### src/design/page_table_walk_translate_macros.svh
// assertion macros for the page table walker
// used by the top level only, needs i_clk and i_rst_n in scope
`ifndef PAGE_TABLE_WALK_TRANSLATE_MACROS_SVH
`define PAGE_TABLE_WALK_TRANSLATE_MACROS_SVH

// same-cycle implication, checked outside reset
`define PTWT_ASSERT_NOW(label, ante, cons, msg) \
    label: assert property (@(posedge i_clk) disable iff (!i_rst_n) (ante) |-> (cons)) \
        else $error(msg);

// next-cycle implication, checked outside reset
`define PTWT_ASSERT_NEXT(label, ante, cons, msg) \
    label: assert property (@(posedge i_clk) disable iff (!i_rst_n) (ante) |=> (cons)) \
        else $error(msg);

`endif

### src/design/ptwt_pkg.sv
// types, codes and helpers shared by the page table walker
// no dependencies
package ptwt_pkg;

    localparam int unsigned ADDR_W      = 52;
    localparam int unsigned VIRT_W      = 48;
    localparam int unsigned DATA_W      = 64;
    localparam int unsigned IDX_W       = 9;
    localparam int unsigned RIGHTS_W    = 3;
    localparam int unsigned PAGE_SHIFT  = 12;
    localparam int unsigned LARGE_SHIFT = 21;
    localparam int unsigned ENT_PRESENT = 0;
    localparam int unsigned ENT_HUGE    = 7;

    localparam int unsigned QUEUE_DEPTH = 2;
    localparam int unsigned PTR_W       = $clog2(QUEUE_DEPTH);
    localparam int unsigned CNT_W       = $clog2(QUEUE_DEPTH + 1);

    localparam logic [RIGHTS_W-1:0] ALL_RIGHTS = '1;

    typedef enum logic [1:0] {
        KIND_READ = 2'd0,
        KIND_DONE = 2'd1,
        KIND_SPUR = 2'd2
    } t_kind;

    typedef enum logic [1:0] {
        LVL_PT   = 2'd0,
        LVL_PD   = 2'd1,
        LVL_PDPT = 2'd2,
        LVL_PML4 = 2'd3
    } t_level;

    typedef struct packed {
        logic              req_type;
        logic [ADDR_W-1:0] root_addr;
        logic [VIRT_W-1:0] virt_addr;
        logic [DATA_W-1:0] read_data;
    } t_in_item;

    typedef struct packed {
        t_kind               kind;
        logic [ADDR_W-1:0]   read_addr;
        logic [ADDR_W-1:0]   phys_addr;
        logic                fault;
        logic [RIGHTS_W-1:0] access_flags;
        logic                large_page;
    } t_out_item;

    // classified item handed from front to back
    typedef struct packed {
        logic                is_start;
        logic                no_root;
        logic                present;
        logic                huge;
        logic [RIGHTS_W-1:0] rights;
        logic [ADDR_W-1:0]   base;
        logic [VIRT_W-1:0]   virt;
    } t_cmd;

    typedef struct packed {
        logic [CNT_W-1:0] count;
        logic             full;
        logic             empty;
    } t_q_status;

    function automatic logic [IDX_W-1:0] entry_index(logic [VIRT_W-1:0] virt, t_level lvl);
        logic [IDX_W-1:0] idx;
        case (lvl)
            LVL_PML4: idx = virt[47:39];
            LVL_PDPT: idx = virt[38:30];
            LVL_PD:   idx = virt[29:21];
            default:  idx = virt[20:12];
        endcase
        return idx;
    endfunction

endpackage

### src/design/ptwt_queue.sv
// short queue between front and back
// depends on ptwt_pkg
module ptwt_queue (
    input  logic                 i_clk,
    input  logic                 i_rst_n,
    input  logic                 i_push_valid,
    input  ptwt_pkg::t_cmd       i_push_data,
    output logic                 o_push_ready,
    output logic                 o_pop_valid,
    output ptwt_pkg::t_cmd       o_pop_data,
    input  logic                 i_pop_ready,
    output ptwt_pkg::t_q_status  o_status
);
    localparam int unsigned PW    = ptwt_pkg::PTR_W;
    localparam int unsigned CW    = ptwt_pkg::CNT_W;
    localparam int unsigned DEPTH = ptwt_pkg::QUEUE_DEPTH;

    ptwt_pkg::t_cmd  r_mem [DEPTH];
    logic [PW-1:0]   r_wr_ptr;
    logic [PW-1:0]   r_rd_ptr;
    logic [CW-1:0]   r_count;
    logic            push;
    logic            pop;

    assign o_status.count = r_count;
    assign o_status.full  = (r_count == CW'(DEPTH));
    assign o_status.empty = (r_count == '0);

    assign o_push_ready = !o_status.full;
    assign o_pop_valid  = !o_status.empty;
    assign o_pop_data   = r_mem[r_rd_ptr];

    assign push = i_push_valid && o_push_ready;
    assign pop  = o_pop_valid && i_pop_ready;

    always_ff @(posedge i_clk) begin
        if (push) begin
            r_mem[r_wr_ptr] <= i_push_data;
        end
    end

    always_ff @(posedge i_clk) begin
        if (!i_rst_n) begin
            r_wr_ptr <= '0;
            r_rd_ptr <= '0;
            r_count  <= '0;
        end else begin
            if (push) begin
                r_wr_ptr <= (r_wr_ptr == PW'(DEPTH - 1)) ? '0 : r_wr_ptr + PW'(1);
            end
            if (pop) begin
                r_rd_ptr <= (r_rd_ptr == PW'(DEPTH - 1)) ? '0 : r_rd_ptr + PW'(1);
            end
            if (push && !pop) begin
                r_count <= r_count + CW'(1);
            end else if (pop && !push) begin
                r_count <= r_count - CW'(1);
            end
        end
    end
endmodule

### config.mk
export PLATFORM = sky130hd
export DESIGN_NAME = ptwt_queue
export DESIGN_NICKNAME = d
export VERILOG_FILES = /design/src/design/page_table_walk_translate_macros.svh /design/src/design/ptwt_pkg.sv /design/src/design/ptwt_queue.sv
export SDC_FILE = /design/constraint.sdc
export NUM_CORES = 1
export LEC_CHECK = 0
export ABC_AREA = 1
export ABC_CLOCK_PERIOD_IN_PS = 11600
export BUFFER_PORTS_ARGS = -buffer_cell sky130_fd_sc_hd__buf_2
export CAP_MARGIN = 0
export CORE_ASPECT_RATIO = 1.5
export CORE_MARGIN = 1
export CORE_UTILIZATION = 40
export CTS_CLUSTER_SIZE = 24
export DETAILED_ROUTE_END_ITERATION = 8
export PLACE_DENSITY_LB_ADDON = 0.08
export SYNTH_ARGS = -nofsm -noshare
export SYNTH_HDL_FRONTEND = slang
export SYNTH_SLANG_ARGS = --single-unit
### constraint.sdc
create_clock -name i_clk -period 11.6 [get_ports i_clk]
set_input_delay 1.16 -clock i_clk [delete_from_list [all_inputs] [get_ports i_clk]]
set_output_delay 1.16 -clock i_clk [all_outputs]
set_load 0.005 [all_outputs]
==> impl_metrics.yaml <==
grt:
  grt_antenna_before_repair: 3
  grt_pass1_wl_mm: 22.8
  grt_max_degree: 67
  busiest_layer: "met2"
  grt_usage_pct: 14.2
  first_global_vias: 4371
  met3_usage_pct: 3.49
  grt.met1_usage_pct: 16.1
  use_met2_pct: 25.8
  grt_overflow: 0
worst_hold_path:
  min-delay-start: "r_rd_ptr"
  hold_path_depth: 2
  hold_path_class: "flop to flop"
synthesis:
  ys_types: 14
  netlist_instances: 373
  synth_seq_cells: 219
  synth-seq-area-share_pct: 80.7
  avgSynthCellArea_um2: 21.7
  syn-num-nets: 485
  synth_warnings: 0
  syn-cell-area_mm2: 0.00808
die:
  io_pins: 224
  num_rows: 63
  die_x_um: 118
  die_h_um: 176
  initial_core_util_pct: 40.9
  die_area_mm2: 0.0208
  coreArea_mm2: 0.0198
routing:
  drc: 0
  wl_per_cell_um: 17.2
  routed_wl_mm: 15.2
  drt-initial-drc-count: 194
  dr.pass1.iters: 4
  detail-route-antenna-nets: 0
  avgViaCountPerCell: 4.70
  num_vias: 4172
sta:
  fin_setup_tns_ps: 0
  slew_violations: 0
  fin_crit_sh_pct: 33.7
  worst_slew_pin_slew_ps: 1020
  setup-violations-final: 0
  holdWs_ps: 505
  fin_crit_ps: 3910
  finalHoldViolCount: 0
  fmax_mhz: 256
  rsz0062_at_grt: "false"
  final.setup_skew_ps: 20.0
  relSlewSlack_pct: 32.3
cts:
  cts_tree: "yes"
  htreeDepth: 1
  cts_setup_buffers: 0
  numCtsBuffers: 21
  clock_latency_ps: 490
  clockBufferDepth: 3
  cts.repair.resized: 0
  postCtsHoldBufs: 0
  path_clk_slew_ps: 70
  cts.sinks: 219
  cts.root.buffer_cell: "clkbuf_16"
worst_setup_path:
  worstReg2RegStart: "r_count[0]"
  start_kind: "flop"
  crit_chain: "buf_4 -> mux2_2 -> buf_2"
  critPathSlowestCell: "buf_4"
  cp.required_ps: 10440
  critPathTopFamily: "buffers and inverters"
  crit_type: "flop to output pin"
  critPathMaxFanout: 66
  critPathMaxStageDelay_ps: 900
  r2r_end: "r_mem[0][105]"
  cp_num_buf_inv: 2
  crit_arrival_ps: 2750
  worst-path-stages: 3
  reg2regPathDepth: 4
  r2r_slack_ps: 8740
  cp-end-kind: "output pin"
cells_and_area:
  drive_gt1_share_pct: 59.1
  syn_to_final_growth_pct: 25.9
  fillers: 1686
  register_area_mm2: 0.00653
  nets: 724
  multi_input_area_mm2: 0.00144
pwr:
  ir_worst_vdd_mv: 0.119
  leakage_nw: 3.88
  power_density_mw_per_mm2: 212
  finalPower_mw: 2.16
placed_design:
  gp_congestion: 0.734
  dp_hpwl_mm: 9.94
  io_buffers: 223
run:
  drv_cap: 0
status:
  status: "complete, no violations"
[routing by layer]
metal,routed length [µm],part of all wire (%)
met5,13,0.085
met4,346,2.3
met3,970,6.4
met2,8170,54
met1,5730,38
[stage by stage]
stage,instances,cell area [µm²],setup WS (ps),util (%)
5_1_grt,888,10200,7480,51.4
6_report,888,10200,7690,51.4
3_5_place_dp,849,9490,7900,48.0
3_3_place_gp,849,9490,7940,48.0
2_1_floorplan,373,8080,5260,-
4_1_cts,886,10200,7590,51.4
[sequential cells by signal, indices dropped and copies added (netlist names), named ones only]
name and flops:
r_count 2, r_mem 214, r_rd_ptr 1, r_wr_ptr 1
[cell families (layout without fill, tap and decap cells)]
group,after synthesis,after routing,share of synthesized area (%)
DFF,219,219,80.7
AOI/OAI and AO/OA,4,4,0.248
and+or+nand+nor,19,19,0.929
adders and majority gates,1,1,0.155
other,0,2,0
buffers and inverters,23,276,1.64
muxes,107,107,16.3
[power breakdown]
group	internal, mW	total (mW)	leakage, nW	switching (mW)
Sequential	1.00	1.04	2.04	0.0416
Clock	0.399	0.674	0.336	0.275
Combinational	0.227	0.440	1.50	0.214
Total	1.63	2.16	3.88	0.530
[tightest hold or removal path, cell delays in order (launching register included)]
cell	delay [ps]
dfxtp_1	330
nor2_1	60
nor2_1	80
[cell type report]
class	instances	share of cell area, %
inverter	11	0.406
timing repair buffer	228	11.3
tap	260	3.20
multi-input combinational	131	14.2
clock buffer	23	5.24
antenna	2	0.0492
sequential	219	64.2
clock inverter	14	1.45
[layout by cell type (no fill, tap or decap), types with 4 or more instances in the layout]
| master | instances |
|---|---|
| mux2_2 | 77 |
| nor2_1 | 9 |
| inv_1 | 11 |
| edfxtp_1 | 214 |
| buf_4 | 5 |
| clkinv_2 | 6 |
| nand2_1 | 6 |
| mux2_4 | 30 |
| dfxtp_1 | 4 |
| clkbuf_16 | 21 |
| buf_2 | 223 |
[worst max-delay path by stage]
stage                 endpoint  slack, ps
3_5_place_dp      r_mem[0][21]       7900
3_3_place_gp       r_mem[1][5]       7940
6_report        o_pop_data[36]       7690
4_1_cts        o_pop_data[102]       7590
2_1_floorplan      r_mem[0][0]       5260
5_1_grt         o_pop_data[43]       7480
[Yosys cell counts]
library cell	number	area [µm²]
mux2_2	77	867
buf_6	5	56.3
o21ai_0	3	15.0
edfxtp_1	214	6430
a21oi_1	1	5.00
nor2_1	11	41.3
nand2_1	6	22.5
nand4_1	1	6.26
nand3_1	1	5.00
mux2_4	30	450
buf_2	7	35.0
inv_1	11	41.3
ha_1	1	12.5
dfxtp_1	5	100
(Power assumes the default switching activity.)
