`src/design/page_table_walk_translate_macros.svh`:
```
// assertion macros for the page table walker
// used by the top level only, needs i_clk and i_rst_n in scope
`ifndef PAGE_TABLE_WALK_TRANSLATE_MACROS_SVH
`define PAGE_TABLE_WALK_TRANSLATE_MACROS_SVH

// same-cycle implication, checked outside reset
`define PTWT_ASSERT_NOW(label, ante, cons, msg) \
    label: assert property (@(posedge i_clk) disable iff (!i_rst_n) (ante) |-> (cons)) \
        else $error(msg);

// next-cycle implication, checked outside reset
`define PTWT_ASSERT_NEXT(label, ante, cons, msg) \
    label: assert property (@(posedge i_clk) disable iff (!i_rst_n) (ante) |=> (cons)) \
        else $error(msg);

`endif

```
`src/design/ptwt_pkg.sv`:
```
// types, codes and helpers shared by the page table walker
// no dependencies
package ptwt_pkg;

    localparam int unsigned ADDR_W      = 52;
    localparam int unsigned VIRT_W      = 48;
    localparam int unsigned DATA_W      = 64;
    localparam int unsigned IDX_W       = 9;
    localparam int unsigned RIGHTS_W    = 3;
    localparam int unsigned PAGE_SHIFT  = 12;
    localparam int unsigned LARGE_SHIFT = 21;
    localparam int unsigned ENT_PRESENT = 0;
    localparam int unsigned ENT_HUGE    = 7;

    localparam int unsigned QUEUE_DEPTH = 2;
    localparam int unsigned PTR_W       = $clog2(QUEUE_DEPTH);
    localparam int unsigned CNT_W       = $clog2(QUEUE_DEPTH + 1);

    localparam logic [RIGHTS_W-1:0] ALL_RIGHTS = '1;

    typedef enum logic [1:0] {
        KIND_READ = 2'd0,
        KIND_DONE = 2'd1,
        KIND_SPUR = 2'd2
    } t_kind;

    typedef enum logic [1:0] {
        LVL_PT   = 2'd0,
        LVL_PD   = 2'd1,
        LVL_PDPT = 2'd2,
        LVL_PML4 = 2'd3
    } t_level;

    typedef struct packed {
        logic              req_type;
        logic [ADDR_W-1:0] root_addr;
        logic [VIRT_W-1:0] virt_addr;
        logic [DATA_W-1:0] read_data;
    } t_in_item;

    typedef struct packed {
        t_kind               kind;
        logic [ADDR_W-1:0]   read_addr;
        logic [ADDR_W-1:0]   phys_addr;
        logic                fault;
        logic [RIGHTS_W-1:0] access_flags;
        logic                large_page;
    } t_out_item;

    // classified item handed from front to back
    typedef struct packed {
        logic                is_start;
        logic                no_root;
        logic                present;
        logic                huge;
        logic [RIGHTS_W-1:0] rights;
        logic [ADDR_W-1:0]   base;
        logic [VIRT_W-1:0]   virt;
    } t_cmd;

    typedef struct packed {
        logic [CNT_W-1:0] count;
        logic             full;
        logic             empty;
    } t_q_status;

    function automatic logic [IDX_W-1:0] entry_index(logic [VIRT_W-1:0] virt, t_level lvl);
        logic [IDX_W-1:0] idx;
        case (lvl)
            LVL_PML4: idx = virt[47:39];
            LVL_PDPT: idx = virt[38:30];
            LVL_PD:   idx = virt[29:21];
            default:  idx = virt[20:12];
        endcase
        return idx;
    endfunction

endpackage

```
`src/design/ptwt_chan_if.sv`:
```
// valid/ready channel carrying one item of any packed type
// payload types come from ptwt_pkg
interface ptwt_chan_if #(
    parameter type t_data = logic
);
    logic  valid;
    logic  ready;
    t_data data;

    modport source (output valid, output data, input ready);
    modport sink (input valid, input data, output ready);
endinterface

```
`src/design/ptwt_back.sv`:
```
// back stage: walk state, next read address or final translation
// depends on ptwt_pkg and ptwt_chan_if
module ptwt_back (
    input  logic            i_clk,
    input  logic            i_rst_n,
    input  logic            i_cmd_valid,
    input  ptwt_pkg::t_cmd  i_cmd,
    output logic            o_cmd_ready,
    ptwt_chan_if.source     o_rsp
);
    localparam int unsigned AW = ptwt_pkg::ADDR_W;
    localparam int unsigned VW = ptwt_pkg::VIRT_W;
    localparam int unsigned RW = ptwt_pkg::RIGHTS_W;
    localparam int unsigned PS = ptwt_pkg::PAGE_SHIFT;
    localparam int unsigned LS = ptwt_pkg::LARGE_SHIFT;
    localparam int unsigned IW = ptwt_pkg::IDX_W;

    logic                r_busy;
    ptwt_pkg::t_level    r_level;
    logic [VW-1:0]       r_virt;
    logic [RW-1:0]       r_rights;
    logic                r_out_valid;
    ptwt_pkg::t_out_item r_out;

    logic                n_busy;
    ptwt_pkg::t_level    n_level;
    logic [VW-1:0]       n_virt;
    logic [RW-1:0]       n_rights;
    ptwt_pkg::t_out_item n_out;
    logic [RW-1:0]       and_rights;
    logic                take;

    assign o_cmd_ready = !r_out_valid || o_rsp.ready;
    assign take        = i_cmd_valid && o_cmd_ready;
    assign and_rights  = r_rights & i_cmd.rights;

    always_comb begin
        n_busy   = r_busy;
        n_level  = r_level;
        n_virt   = r_virt;
        n_rights = r_rights;
        n_out    = '0;
        if (i_cmd.is_start) begin
            n_virt   = i_cmd.virt;
            n_rights = ptwt_pkg::ALL_RIGHTS;
            if (i_cmd.no_root) begin
                n_busy      = 1'b0;
                n_level     = ptwt_pkg::LVL_PT;
                n_out.kind  = ptwt_pkg::KIND_DONE;
                n_out.fault = 1'b1;
            end else begin
                n_busy          = 1'b1;
                n_level         = ptwt_pkg::LVL_PML4;
                n_out.kind      = ptwt_pkg::KIND_READ;
                n_out.read_addr = i_cmd.base | {{(AW-IW-3){1'b0}},
                    ptwt_pkg::entry_index(i_cmd.virt, ptwt_pkg::LVL_PML4), 3'b000};
            end
        end else if (!r_busy) begin
            n_out.kind = ptwt_pkg::KIND_SPUR;
        end else if (!i_cmd.present) begin
            n_busy      = 1'b0;
            n_level     = ptwt_pkg::LVL_PT;
            n_out.kind  = ptwt_pkg::KIND_DONE;
            n_out.fault = 1'b1;
        end else begin
            n_rights = and_rights;
            if (r_level == ptwt_pkg::LVL_PD && i_cmd.huge) begin
                n_busy             = 1'b0;
                n_level            = ptwt_pkg::LVL_PT;
                n_out.kind         = ptwt_pkg::KIND_DONE;
                n_out.phys_addr    = {i_cmd.base[AW-1:LS], r_virt[LS-1:0]};
                n_out.access_flags = and_rights;
                n_out.large_page   = 1'b1;
            end else if (r_level == ptwt_pkg::LVL_PT) begin
                n_busy             = 1'b0;
                n_out.kind         = ptwt_pkg::KIND_DONE;
                n_out.phys_addr    = {i_cmd.base[AW-1:PS], r_virt[PS-1:0]};
                n_out.access_flags = and_rights;
            end else begin
                n_level         = ptwt_pkg::t_level'(r_level - 2'd1);
                n_out.kind      = ptwt_pkg::KIND_READ;
                n_out.read_addr = i_cmd.base | {{(AW-IW-3){1'b0}},
                    ptwt_pkg::entry_index(r_virt, n_level), 3'b000};
            end
        end
    end

    always_ff @(posedge i_clk) begin
        if (!i_rst_n) begin
            r_busy      <= 1'b0;
            r_level     <= ptwt_pkg::LVL_PT;
            r_virt      <= '0;
            r_rights    <= ptwt_pkg::ALL_RIGHTS;
            r_out_valid <= 1'b0;
        end else begin
            if (o_cmd_ready) begin
                r_out_valid <= i_cmd_valid;
            end
            if (take) begin
                r_busy   <= n_busy;
                r_level  <= n_level;
                r_virt   <= n_virt;
                r_rights <= n_rights;
                r_out    <= n_out;
            end
        end
    end

    assign o_rsp.valid = r_out_valid;
    assign o_rsp.data  = r_out;
endmodule

```
`src/flat_wrapper.sv`:
```
// flat-port wrapper written by rule: the top's interface ports become plain ports
module ptwt_back_flat 
  (i_clk, i_rst_n, i_cmd_valid, i_cmd, o_cmd_ready, o_rsp_valid, o_rsp_data, o_rsp_ready);
  ptwt_chan_if o_rsp_i ();
  input  logic i_clk;
  input  logic i_rst_n;
  input  logic i_cmd_valid;
  input  ptwt_pkg::t_cmd i_cmd;
  output logic o_cmd_ready;
  output wire logic [$bits(o_rsp_i.valid)-1:0] o_rsp_valid;
  output wire logic [$bits(o_rsp_i.data)-1:0] o_rsp_data;
  input wire logic [$bits(o_rsp_i.ready)-1:0] o_rsp_ready;
  assign o_rsp_valid = o_rsp_i.valid;
  assign o_rsp_data = o_rsp_i.data;
  assign o_rsp_i.ready = o_rsp_ready;
  ptwt_back u_core (.i_clk(i_clk), .i_rst_n(i_rst_n), .i_cmd_valid(i_cmd_valid), .i_cmd(i_cmd), .o_cmd_ready(o_cmd_ready), .o_rsp(o_rsp_i));
endmodule
```
`config.mk`:
```
export PLATFORM = sky130hd
export DESIGN_NAME = ptwt_back_flat
export DESIGN_NICKNAME = d
export VERILOG_FILES = /design/src/design/page_table_walk_translate_macros.svh /design/src/design/ptwt_pkg.sv /design/src/design/ptwt_chan_if.sv /design/src/design/ptwt_back.sv /design/src/flat_wrapper.sv
export SDC_FILE = /design/constraint.sdc
export NUM_CORES = 1
export LEC_CHECK = 0
export ABC_CLOCK_PERIOD_IN_PS = 1200
export BUFFER_PORTS_ARGS = -buffer_cell sky130_fd_sc_hd__buf_2
export CAP_MARGIN = 30
export CORE_MARGIN = 5
export CORE_UTILIZATION = 14
export DETAILED_ROUTE_END_ITERATION = 16
export PLACE_DENSITY_LB_ADDON = 0.3
export SETUP_SLACK_MARGIN = 0.02
export SLEW_MARGIN = 20
export SYNTH_ARGS = -nofsm -noshare
export SYNTH_HDL_FRONTEND = slang
export SYNTH_SLANG_ARGS = --single-unit
```
`constraint.sdc`:
```
create_clock -name i_clk -period 1.2 [get_ports i_clk]
set_input_delay 0.06 -clock i_clk [delete_from_list [all_inputs] [get_ports i_clk]]
set_output_delay 0.06 -clock i_clk [all_outputs]
set_load 0.05 [all_outputs]
```
==> metrics.cfg, run 1 <==
[sta]
fin_crit_ns=1.13
max_freq_mhz=883
grt_setup_unrepaired=yes
finalMaxSlewViolations=0
finalSetupViolations=0
relSlewSlack_pct=83.5
tightest_slew_ns=0.249
fin_worst_skew_ns=0.000755
fin_crit_sh_pct=94.3
hold_violations=0

[global_route]
overflow=0
antenna_found_initial=0
grt_pass1_wl_mm=1.22
grt_use_total_pct=5.21
grt_pass1_vias=287
grt_max_degree=7

[logic_synthesis]
synth_top_area_cell=dfxtp_1
yosysTopAreaCellShare_pct=27.0
synth_seq_cells=5
synth_area_per_cell_um2=9.27
ys.flop_type=dfxtp_1
syn_inst=32
synth_async_sr_flop_share_pct=0
synth-seq-area-share_pct=37.1
synth-edff-count=1
syn-num-nets=146
yosys_warnings=0
yosys-top-cells-area=dfxtp_1, ha_1, edfxtp_1, mux2i_1, a21oi_1
ys_types=18
ys_top_cells_by_count=dfxtp_1, inv_1, a21oi_1, ha_1
syn_area_um2=297

[clock_network]
clock_path_buffers=2
root_buffer=clkbuf_4
cts.sinks=5
cts_tree=yes
cts_buffers=3
insertion_delay_ns=0.24
path_clk_slew_ns=0.04
cts_max_level=1

[floorplanning]
start_util_pct=15.0
ios=114
die_h_um=56.0
die_w_um=56.0
core.rowCount=16
die-area_um2=3140
core_um2=1980

[finish]
nets=163
syn2layout_area_growth_pct=52.7
antenna_cells=0
final_cell_area_um2=453
drive_gt1_share_pct=52.1

[power_and_ir_drop]
leakagePower_nw=0.200
power.total_uw=490
vdd_drop_max_uv=383
power_density_nw_per_um2=1080

[critical_path]
worstPathRequired_ns=1.37
crit_fanout=3
crit_type=reg2reg
arrival_ns=1.30
worst_setup_path_start_kind=register
end_kind=register

[route]
detail_route.wl_per_cell_um=10.3
drtIter0Drc=6
drc=0
num_vias=277
dr.pass1.iters=3
ant_nets=0
drt-total-wl_um=774
viasPerCell=3.69

[placed_design]
dpl_cell_area_um2=397
io_buffers=10
routabilityCongestion=0.678

[status]
status=finished clean

[min_path]
hold_path_class=in2reg

[run]
drv_cap=0

-- cell families (layout without fill, tap and decap cells) --
logic type | after synthesis | in the layout | share of synthesized area (%)
fa+ha+maj | 3 | 3 | 12.7
buf+inv | 4 | 20 | 5.06
flops | 5 | 5 | 37.1
compound gates | 9 | 9 | 18.6
mux | 2 | 2 | 6.75
simple gates | 9 | 9 | 19.8
-- cells in the final DEF (no fill, tap or decap) --
cell type / synthesis / final
nor3b_1: 2 / 2
inv_2: 0 / 2
buf_2: 0 / 10
nand2_1: 2 / 2
o21ai_0: 2 / 2
ha_4: 0 / 1
dfxtp_1: 4 / 1
and3_1: 1 / 1
a311oi_1: 1 / 1
and2b_1: 1 / 1
edfxtp_1: 1 / 1
buf_4: 0 / 2
and4_2: 1 / 1
clkbuf_1: 0 / 1
a21boi_2: 0 / 1
ha_1: 3 / 2
nor2b_1: 1 / 1
a21oi_1: 3 / 2
dfxtp_2: 0 / 3
clkbuf_4: 0 / 3
mux2i_1: 2 / 2
a31oi_1: 1 / 1
nand2b_4: 0 / 1
a21oi_2: 0 / 1
o211ai_1: 1 / 1
inv_1: 4 / 2
-- worst max-delay path: stages (launching register included) --
cell      delay, ns
dfxtp_2        0.31
inv_2          0.09
ha_4           0.14
a21boi_2       0.04
o211ai_1       0.16
buf_4          0.15
mux2i_1        0.16
-- report_power, final --
group	internal [mW]	leakage [nW]	total (mW)	switching (mW)
clock network	0.126	0.0150	0.197	0.0711
registers	0.183	0.0442	0.191	0.00785
logic	0.0457	0.140	0.102	0.0564
total	0.354	0.200	0.490	0.135
-- state kept, by name, summed over array words and instances (netlist names) --
signal / count
u_core.r_level: 2
u_core.r_busy: 1
u_core.o_rsp.data: 1
u_core.o_rsp.valid: 1
-- stage by stage --
| step | instances | worst slack [ns] | hold WS, ns | utilization (%) | TNS (ns) |
|---|---|---|---|---|---|
| 3_3_place_gp | 70 | 0.0206 | 0.314 | 20.0 | 0 |
| 2_1_floorplan | 32 | 0.0494 | 0.166 | - | 0 |
| 3_5_place_dp | 70 | 0.0134 | 0.330 | 20.0 | 0 |
| 4_1_cts | 75 | 0.0222 | 0.0651 | 21.8 | 0 |
| 5_1_grt | 75 | -0.0192 | 0.0861 | 22.9 | -0.0223 |
| 6_report | 75 | 0.0681 | 0.0785 | 22.9 | 0 |
-- repair_timing --
action,CTS,global route
gates cloned,0,0
gates resized for setup,1,7
hold buffers,0,0
setup endpoints to repair,2,3
buffers inserted,1,0
pin swaps,2,4
-- routing by layer --
metal | up-vias | wire length (µm) | part of all wire, % | track usage (%)
met4 | 0 | 7 | 0.90 | 1.02
li1 | 146 | - | - | -
met2 | 8 | 376 | 49 | 7.85
met3 | 2 | 67 | 8.7 | 4.41
met1 | 121 | 322 | 42 | 5.62
met5 | - | 0 | 0 | 0
-- worst paths after layout --
path	start	endpoint	slack (ns)	cells past startpoint
worst max-delay path	u_core.r_level[1]$_SDFFE_PN0P_	u_core.r_level[0]$_SDFFE_PN0P_	0.07	6
worst min-delay path	i_cmd_valid	u_core.r_busy$_SDFFE_PN0P_	0.08	2
worst max register to register	u_core.r_level[1]$_SDFFE_PN0P_	u_core.r_level[0]$_SDFFE_PN0P_	0.07	6
worst min register to register	u_core.r_level[1]$_SDFFE_PN0P_	u_core.r_level[1]$_SDFFE_PN0P_	0.47	2
-- layout make-up --
cell class / count / area (µm²)
multi-input cells: 23 / 199
repair buffers: 12 / 65.1
fillers: 237 / 1530
inverters: 4 / 15.0
flip-flops and latches: 5 / 114
clock buffers: 4 / 26.3
well taps: 27 / 33.8
(Power assumes the default switching activity.)
==> inputs of run 2 (changes only) <==
==> constraint.sdc (replaced) <==
create_clock -name i_clk -period 1.2 [get_ports i_clk]
set_input_delay 0.24 -clock i_clk [delete_from_list [all_inputs] [get_ports i_clk]]
set_output_delay 0.24 -clock i_clk [all_outputs]
set_load 0.05 [all_outputs]
==> run 2 against run 1 <==
Net effect: core utilization rose by 0.13 points; sequential power barely moved; wire length fell by 0.65%; flip-flop and latch count did not move.
==> metrics.cfg, run 2 (synthesized netlist as in run 1, its figures left out) <==
[status]
status=finished clean  ; unchanged

[finish]
final_common_cell=buf_2  ; unchanged
regMostFlops=u_core.r_level  ; unchanged
largest_register_ffs=2  ; unchanged
final_cell_mix=buf_2, clkbuf_4, dfxtp_2  ; unchanged
final_cell_area_um2=455  ; was 453 µm²
layout.cells.non_filler=75  ; unchanged
antenna_cells=0  ; unchanged
drive_gt1_share_pct=52.1  ; unchanged
syn2layout_area_growth_pct=53.6  ; was 52.7%
nets=163  ; unchanged

[sta]
relSlewSlack_pct=83.6  ; was 83.5%
fin_crit_sh_pct=94.3  ; unchanged
tightest_slew_ns=0.248  ; was 0.249 ns
setup_ws_ns=0.0681  ; unchanged
finalMaxSlewViolations=0  ; unchanged
finalSetupViolations=0  ; unchanged
max_freq_mhz=883  ; unchanged
hold_slack_ns=0.259  ; was 0.0785 ns
hold_violations=0  ; unchanged
grt_setup_unrepaired=yes  ; unchanged
fin_worst_skew_ns=0.000814  ; was 0.000755 ns
fin_crit_ns=1.13  ; unchanged

[clock_network]
clock_path_buffers=2  ; unchanged
cts_tree=yes  ; unchanged
insertion_delay_ns=0.24  ; about the same
root_buffer=clkbuf_4  ; unchanged
cts.sinks=5  ; unchanged
path_clk_slew_ns=0.04  ; about the same
cts_buffers=3  ; unchanged
cts_max_level=1  ; unchanged

[route]
viasPerCell=3.69  ; unchanged
dr.pass1.iters=3  ; unchanged
drtIter0Drc=6  ; unchanged
drc=0  ; unchanged
num_vias=277  ; unchanged
drt-total-wl_um=769  ; was 774 µm
ant_nets=0  ; unchanged
detail_route.wl_per_cell_um=10.3  ; about the same

[critical_path]
r2r_start=u_core.r_level[1]$_SDFFE_PN0P_  ; unchanged
arrival_ns=1.30  ; about the same
rrSetupSlack_ns=0.07  ; about the same
worst_setup_path_start_kind=register  ; unchanged
r2r_cells=6  ; unchanged
worstPathRequired_ns=1.37  ; about the same
cpPeakStageDelay_ns=0.31  ; about the same
crit_fanout=3  ; unchanged
worstReg2RegEnd=u_core.r_level[0]$_SDFFE_PN0P_  ; unchanged
crit_type=reg2reg  ; unchanged
crit_path_cell_trace=inv_2, ha_4, a21boi_2, o211ai_1, buf_4, mux2i_1  ; unchanged
crit_slowest_cell=dfxtp_2  ; unchanged
end_kind=register  ; unchanged

[min_path]
hp-start=i_cmd_valid  ; unchanged
hold_path_class=in2reg  ; unchanged
hold_depth=2  ; unchanged
min_to=u_core.r_busy$_SDFFE_PN0P_  ; unchanged

[floorplanning]
start_util_pct=15.0  ; unchanged
core.rowCount=16  ; unchanged
core_um2=1980  ; unchanged
die_h_um=56.0  ; unchanged
die_w_um=56.0  ; unchanged
die-area_um2=3140  ; unchanged
ios=114  ; unchanged

[placed_design]
io_buffers=10  ; unchanged
dpl_cell_area_um2=397  ; unchanged
routabilityCongestion=0.678  ; unchanged
dp.cells=70  ; unchanged
pre_cts_ws_ns=0.0134  ; unchanged

[global_route]
grt_pass1_wl_mm=1.22  ; unchanged
grt_max_degree=7  ; unchanged
grt_pass1_vias=287  ; unchanged
antenna_found_initial=0  ; unchanged
grt_use_total_pct=5.21  ; unchanged
overflow=0  ; unchanged

[power_and_ir_drop]
power_density_nw_per_um2=1080  ; about the same
vdd_drop_max_uv=383  ; about the same
leakagePower_nw=0.201  ; was 0.200 nW
power.total_uw=490  ; about the same

[run]
drv_cap=0  ; unchanged

-- run 2: cell count changes in the layout (fill, tap and decap cells not counted) --
cell	previous run	this run
buf_2	10	9
clkbuf_4	3	4
-- run 2: worst max path at each step --
stage	to	depth (start not counted)	startpoint	slack, ns
floorplan	u_core.o_rsp.data$_SDFFCE_PP0P_	2	u_core.o_rsp.valid$_SDFFE_PN0N_	0.05
global placement	u_core.r_level[0]$_SDFFE_PN0P_	5	u_core.r_level[0]$_SDFFE_PN0P_	0.02
detailed placement	u_core.r_level[0]$_SDFFE_PN0P_	5	u_core.r_level[1]$_SDFFE_PN0P_	0.01
CTS	u_core.r_level[0]$_SDFFE_PN0P_	6	u_core.r_level[0]$_SDFFE_PN0P_	0.02
global route	u_core.r_level[0]$_SDFFE_PN0P_	6	u_core.r_level[1]$_SDFFE_PN0P_	-0.02
finish	u_core.r_level[0]$_SDFFE_PN0P_	6	u_core.r_level[1]$_SDFFE_PN0P_	0.07
-- run 2: report_power, final --
| group | leakage, nW | total [mW] | internal [mW] | switching, mW |
|---|---|---|---|---|
| sequential | 0.0442 | 0.191 | 0.183 | 0.00786 |
| combinational | 0.142 | 0.103 | 0.0464 | 0.0564 |
| clock | 0.0150 | 0.197 | 0.126 | 0.0711 |
-- run 2: critical path: cells and delay by family (launching register included) --
kind            cells  cell delay, ns
mux                 1            0.16
compound gates      2            0.20
fa+ha+maj           1            0.14
flops               1            0.31
buf+inv             2            0.24
-- run 2: metal layers --
layer	track usage, %	part of all wire (%)	vias up
met5	0	0	-
li1	-	-	146
met2	7.85	49	8
met1	5.62	41	121
met4	1.02	0.91	0
met3	4.41	8.7	2
-- run 2: metrics by stage --
stage          utilization (%)  setup TNS (ns)
6_report                  23.0               0
5_1_grt                   23.0         -0.0223
4_1_cts                   21.8               0
3_5_place_dp              20.0               0
3_3_place_gp              20.0               0
2_1_floorplan                -               0
-- run 2: cell type report --
type,count,area [µm²]
clock buffers,4,26.3
fillers,236,1530
well taps,27,33.8
inverters,4,15.0
flip-flops and latches,5,114
repair buffers,12,67.6
multi-input cells,23,199
-- run 2: repair_timing --
| item | 4_1_cts | 5_1_grt |
|---|---|---|
| pin swaps | 2 | 4 |
| setup endpoints to repair | 2 | 4 |
| gates resized for setup | 1 | 8 |
| hold buffers | 0 | 0 |
| buffers inserted | 1 | 0 |
| cloned | 0 | 0 |
==> inputs of run 3 (changes only) <==
--- a/config.mk
+++ b/config.mk
@@ -5,12 +5,15 @@
 export SDC_FILE = /design/constraint.sdc
 export NUM_CORES = 1
 export LEC_CHECK = 0
+export ABC_AREA = 1
 export ABC_CLOCK_PERIOD_IN_PS = 1200
 export BUFFER_PORTS_ARGS = -buffer_cell sky130_fd_sc_hd__buf_2
 export CAP_MARGIN = 30
 export CORE_MARGIN = 5
 export CORE_UTILIZATION = 14
 export DETAILED_ROUTE_END_ITERATION = 16
+export HOLD_SLACK_MARGIN = 0.03
+export MAX_ROUTING_LAYER = met4
 export PLACE_DENSITY_LB_ADDON = 0.3
 export SETUP_SLACK_MARGIN = 0.02
 export SLEW_MARGIN = 20
==> run 3 against run 2 <==
Net effect: sequential power hardly changed; critical path type is now reg2out; core utilization decreased by 2.4 points; combinational power rose by 6%; wire length is 12% lower; global-route usage fell by 0.21 points; non-clock buffer count fell by 1; final cell count rose by 17%; area after synthesis up 5.5%.
==> metrics.cfg, run 3 <==
[status]
status=finished clean  ; unchanged

[run]
drv_cap=0  ; unchanged

[global_route]
grt_pass1_vias=306  ; was 287
grt_pass1_wl_mm=1.22  ; unchanged
grt_use_total_pct=5.00  ; was 5.21%
grt_max_degree=5  ; was 7
overflow=0  ; unchanged
antenna_found_initial=0  ; unchanged

[logic_synthesis]
yosys-top-cells-area=dfxtp_1, nand2_1, ha_1, inv_1, edfxtp_1  ; was dfxtp_1, ha_1, edfxtp_1, mux2i_1, a21oi_1
yosysMostFrequentCell=nand2_1
synth_async_sr_flop_share_pct=0  ; unchanged
yosys_warnings=0  ; unchanged
synth-edff-count=1  ; unchanged
syn_area_um2=313  ; was 297 µm²
ys_types=13  ; was 18
synth_area_per_cell_um2=6.95  ; was 9.27 µm²
synth_top_area_cell=dfxtp_1  ; unchanged
yosysTopAreaCellShare_pct=25.6  ; was 27.0%
syn-num-nets=159  ; was 146
synth-seq-area-share_pct=35.2  ; was 37.1%
ys.flop_type=dfxtp_1  ; unchanged
syn_inst=45  ; was 32
synth_seq_cells=5  ; unchanged
ys_top_cells_by_count=nand2_1, inv_1, nor2_1  ; was dfxtp_1, inv_1, a21oi_1, ha_1

[clock_network]
insertion_delay_ns=0.24  ; about the same
cts_buffers=3  ; unchanged
hold_buffers=0  ; unchanged
cts_tree=yes  ; unchanged
cts_max_level=1  ; unchanged
clock_path_buffers=2  ; unchanged
root_buffer=clkbuf_4  ; unchanged
path_clk_slew_ns=0.04  ; about the same
cts.sinks=5  ; unchanged

[sta]
max_freq_mhz=894  ; was 883 MHz
fin_worst_skew_ns=0.000295  ; was 0.000814 ns
tns_ns=0  ; unchanged
fin_crit_sh_pct=93.2  ; was 94.3%
hold_violations=0  ; unchanged
finalSetupViolations=0  ; unchanged
fin_crit_ns=1.12  ; was 1.13 ns
tightest_slew_ns=0.252  ; was 0.248 ns
relSlewSlack_pct=83.3  ; was 83.6%
grt_setup_unrepaired=no  ; was yes
finalMaxSlewViolations=0  ; unchanged

[floorplanning]
ios=114  ; unchanged
die-area_um2=3280  ; was 3140 µm²
core.rowCount=17  ; was 16
core_um2=2170  ; was 1980 µm²
die_h_um=57.3  ; was 56.0 µm
die_w_um=57.3  ; was 56.0 µm
start_util_pct=14.4  ; was 15.0%

[placed_design]
io_buffers=10  ; unchanged
hpwlAfterDp_um=562
routabilityCongestion=0.655  ; was 0.678

[route]
viasPerCell=3.55  ; was 3.69
dr.pass1.iters=2  ; was 3
drt-total-wl_um=680  ; was 769 µm
drtIter0Drc=3  ; was 6
detail_route.wl_per_cell_um=7.73  ; was 10.3 µm
num_vias=312  ; was 277
drc=0  ; unchanged
ant_nets=0  ; unchanged

[critical_path]
crit_type=reg2out  ; was reg2reg
crit_slowest_cell=dfxtp_2  ; unchanged
arrival_ns=0.88  ; was 1.30 ns
crit_path_cell_trace=buf_2  ; was inv_2, ha_4, a21boi_2, o211ai_1, buf_4, mux2i_1
critPathTopFamily=flip-flops  ; unchanged
worstPathRequired_ns=0.96  ; was 1.37 ns
end_kind=output pin  ; was register
critPathBufInv=1  ; was 2
worst_setup_path_start_kind=register  ; unchanged
crit_fanout=3  ; unchanged
cpPeakStageDelay_ns=0.36  ; was 0.31 ns
rrSetupSlack_ns=0.15  ; was 0.07 ns

[finish]
antenna_cells=0  ; unchanged
regMostFlops=u_core.r_level  ; unchanged
final_util_pct=20.6  ; was 23.0%
nets=175  ; was 163
largest_register_ffs=2  ; unchanged
syn2layout_area_growth_pct=42.8  ; was 53.6%
drive_gt1_share_pct=38.3  ; was 52.1%
final_cell_mix=nand2_1, buf_2, inv_1, nor2_1, clkbuf_4  ; was buf_2, clkbuf_4, dfxtp_2

[power_and_ir_drop]
vdd_drop_max_uv=403  ; was 383 µV
power.total_uw=500  ; was 490 µW
leakagePower_nw=0.221  ; was 0.201 nW
power_density_nw_per_um2=1120  ; was 1080 nW/µm²

[min_path]
hold_path_class=in2reg  ; unchanged

[run 3: cell types whose count changed after synthesis, moves of 2 or more]
cell / before / now
inv_1: 4 / 9
mux2i_1: 2 / 0
a21oi_1: 3 / 1
nor3b_1: 2 / 0
nand2_1: 2 / 11
nor2_1: 0 / 8
[run 3: through the flow]
| stage | hold WS [ns] | area, µm² | setup WS [ns] | cells |
|---|---|---|---|---|
| finish | 0.255 | 447 | 0.0813 | 88 |
| global route | 0.253 | 447 | 0.0216 | 88 |
| CTS | 0.255 | 428 | 0.0428 | 87 |
| detailed placement | 0.493 | 402 | 0.0494 | 83 |
| global placement | 0.489 | 402 | 0.0607 | 83 |
| floorplan | 0.360 | 317 | 0.159 | 45 |
[run 3: report_power, final]
group          switching (mW)  internal, mW  total (mW)
logic                  0.0666        0.0420       0.109
registers             0.00853         0.185       0.193
clock network          0.0721         0.126       0.198
total                   0.147         0.353       0.500
[run 3: final timing paths]
check	cells after the start	from	endpoint
max	1	u_core.o_rsp.valid$_SDFFE_PN0N_	o_rsp_valid
min	3	i_rst_n	u_core.r_level[0]$_SDFFE_PN0P_
max reg2reg	9	u_core.r_level[0]$_SDFFE_PN0P_	u_core.r_level[0]$_SDFFE_PN0P_
min reg2reg	2	u_core.o_rsp.valid$_SDFFE_PN0N_	u_core.o_rsp.valid$_SDFFE_PN0N_
[run 3: layout make-up]
cell class	count	area (µm²)
repair buffers	11	60.1
clock buffers	4	26.3
well taps	28	35.0
inverters	9	33.8
multi-input cells	31	179
fillers	263	1720
flip-flops and latches	5	113
[run 3: metal layers]
metal	wire length, µm	track usage [%]
met5	0	-
met4	0	1.99
met3	61	3.85
met2	314	7.34
met1	304	4.98
[run 3: what timing repair did]
action,4_1_cts,5_1_grt
resized for setup,0,7
setup endpoints to repair,0,3
buffers inserted,0,1
[run 3: kinds of logic (layout without fill, tap and decap cells)]
family | Yosys count | count (layout) | share of synthesized area (%)
flip-flops | 5 | 5 | 35.2
buffers and inverters | 9 | 24 | 10.8
adder cells (fa/ha/maj) | 3 | 3 | 12.0
AND/OR/NAND/NOR | 22 | 22 | 28.0
AO/OA/AOI/OAI | 6 | 6 | 14.0
[run 3: worst reg2reg max path: stages (launching register included)]
cell	delay [ns]
dfxtp_2	0.34
inv_2	0.05
ha_2	0.17
nand2_1	0.06
nand2_1	0.05
nand2_1	0.07
nand2_2	0.07
nand2_1	0.07
nand2_1	0.04
nor2_1	0.07
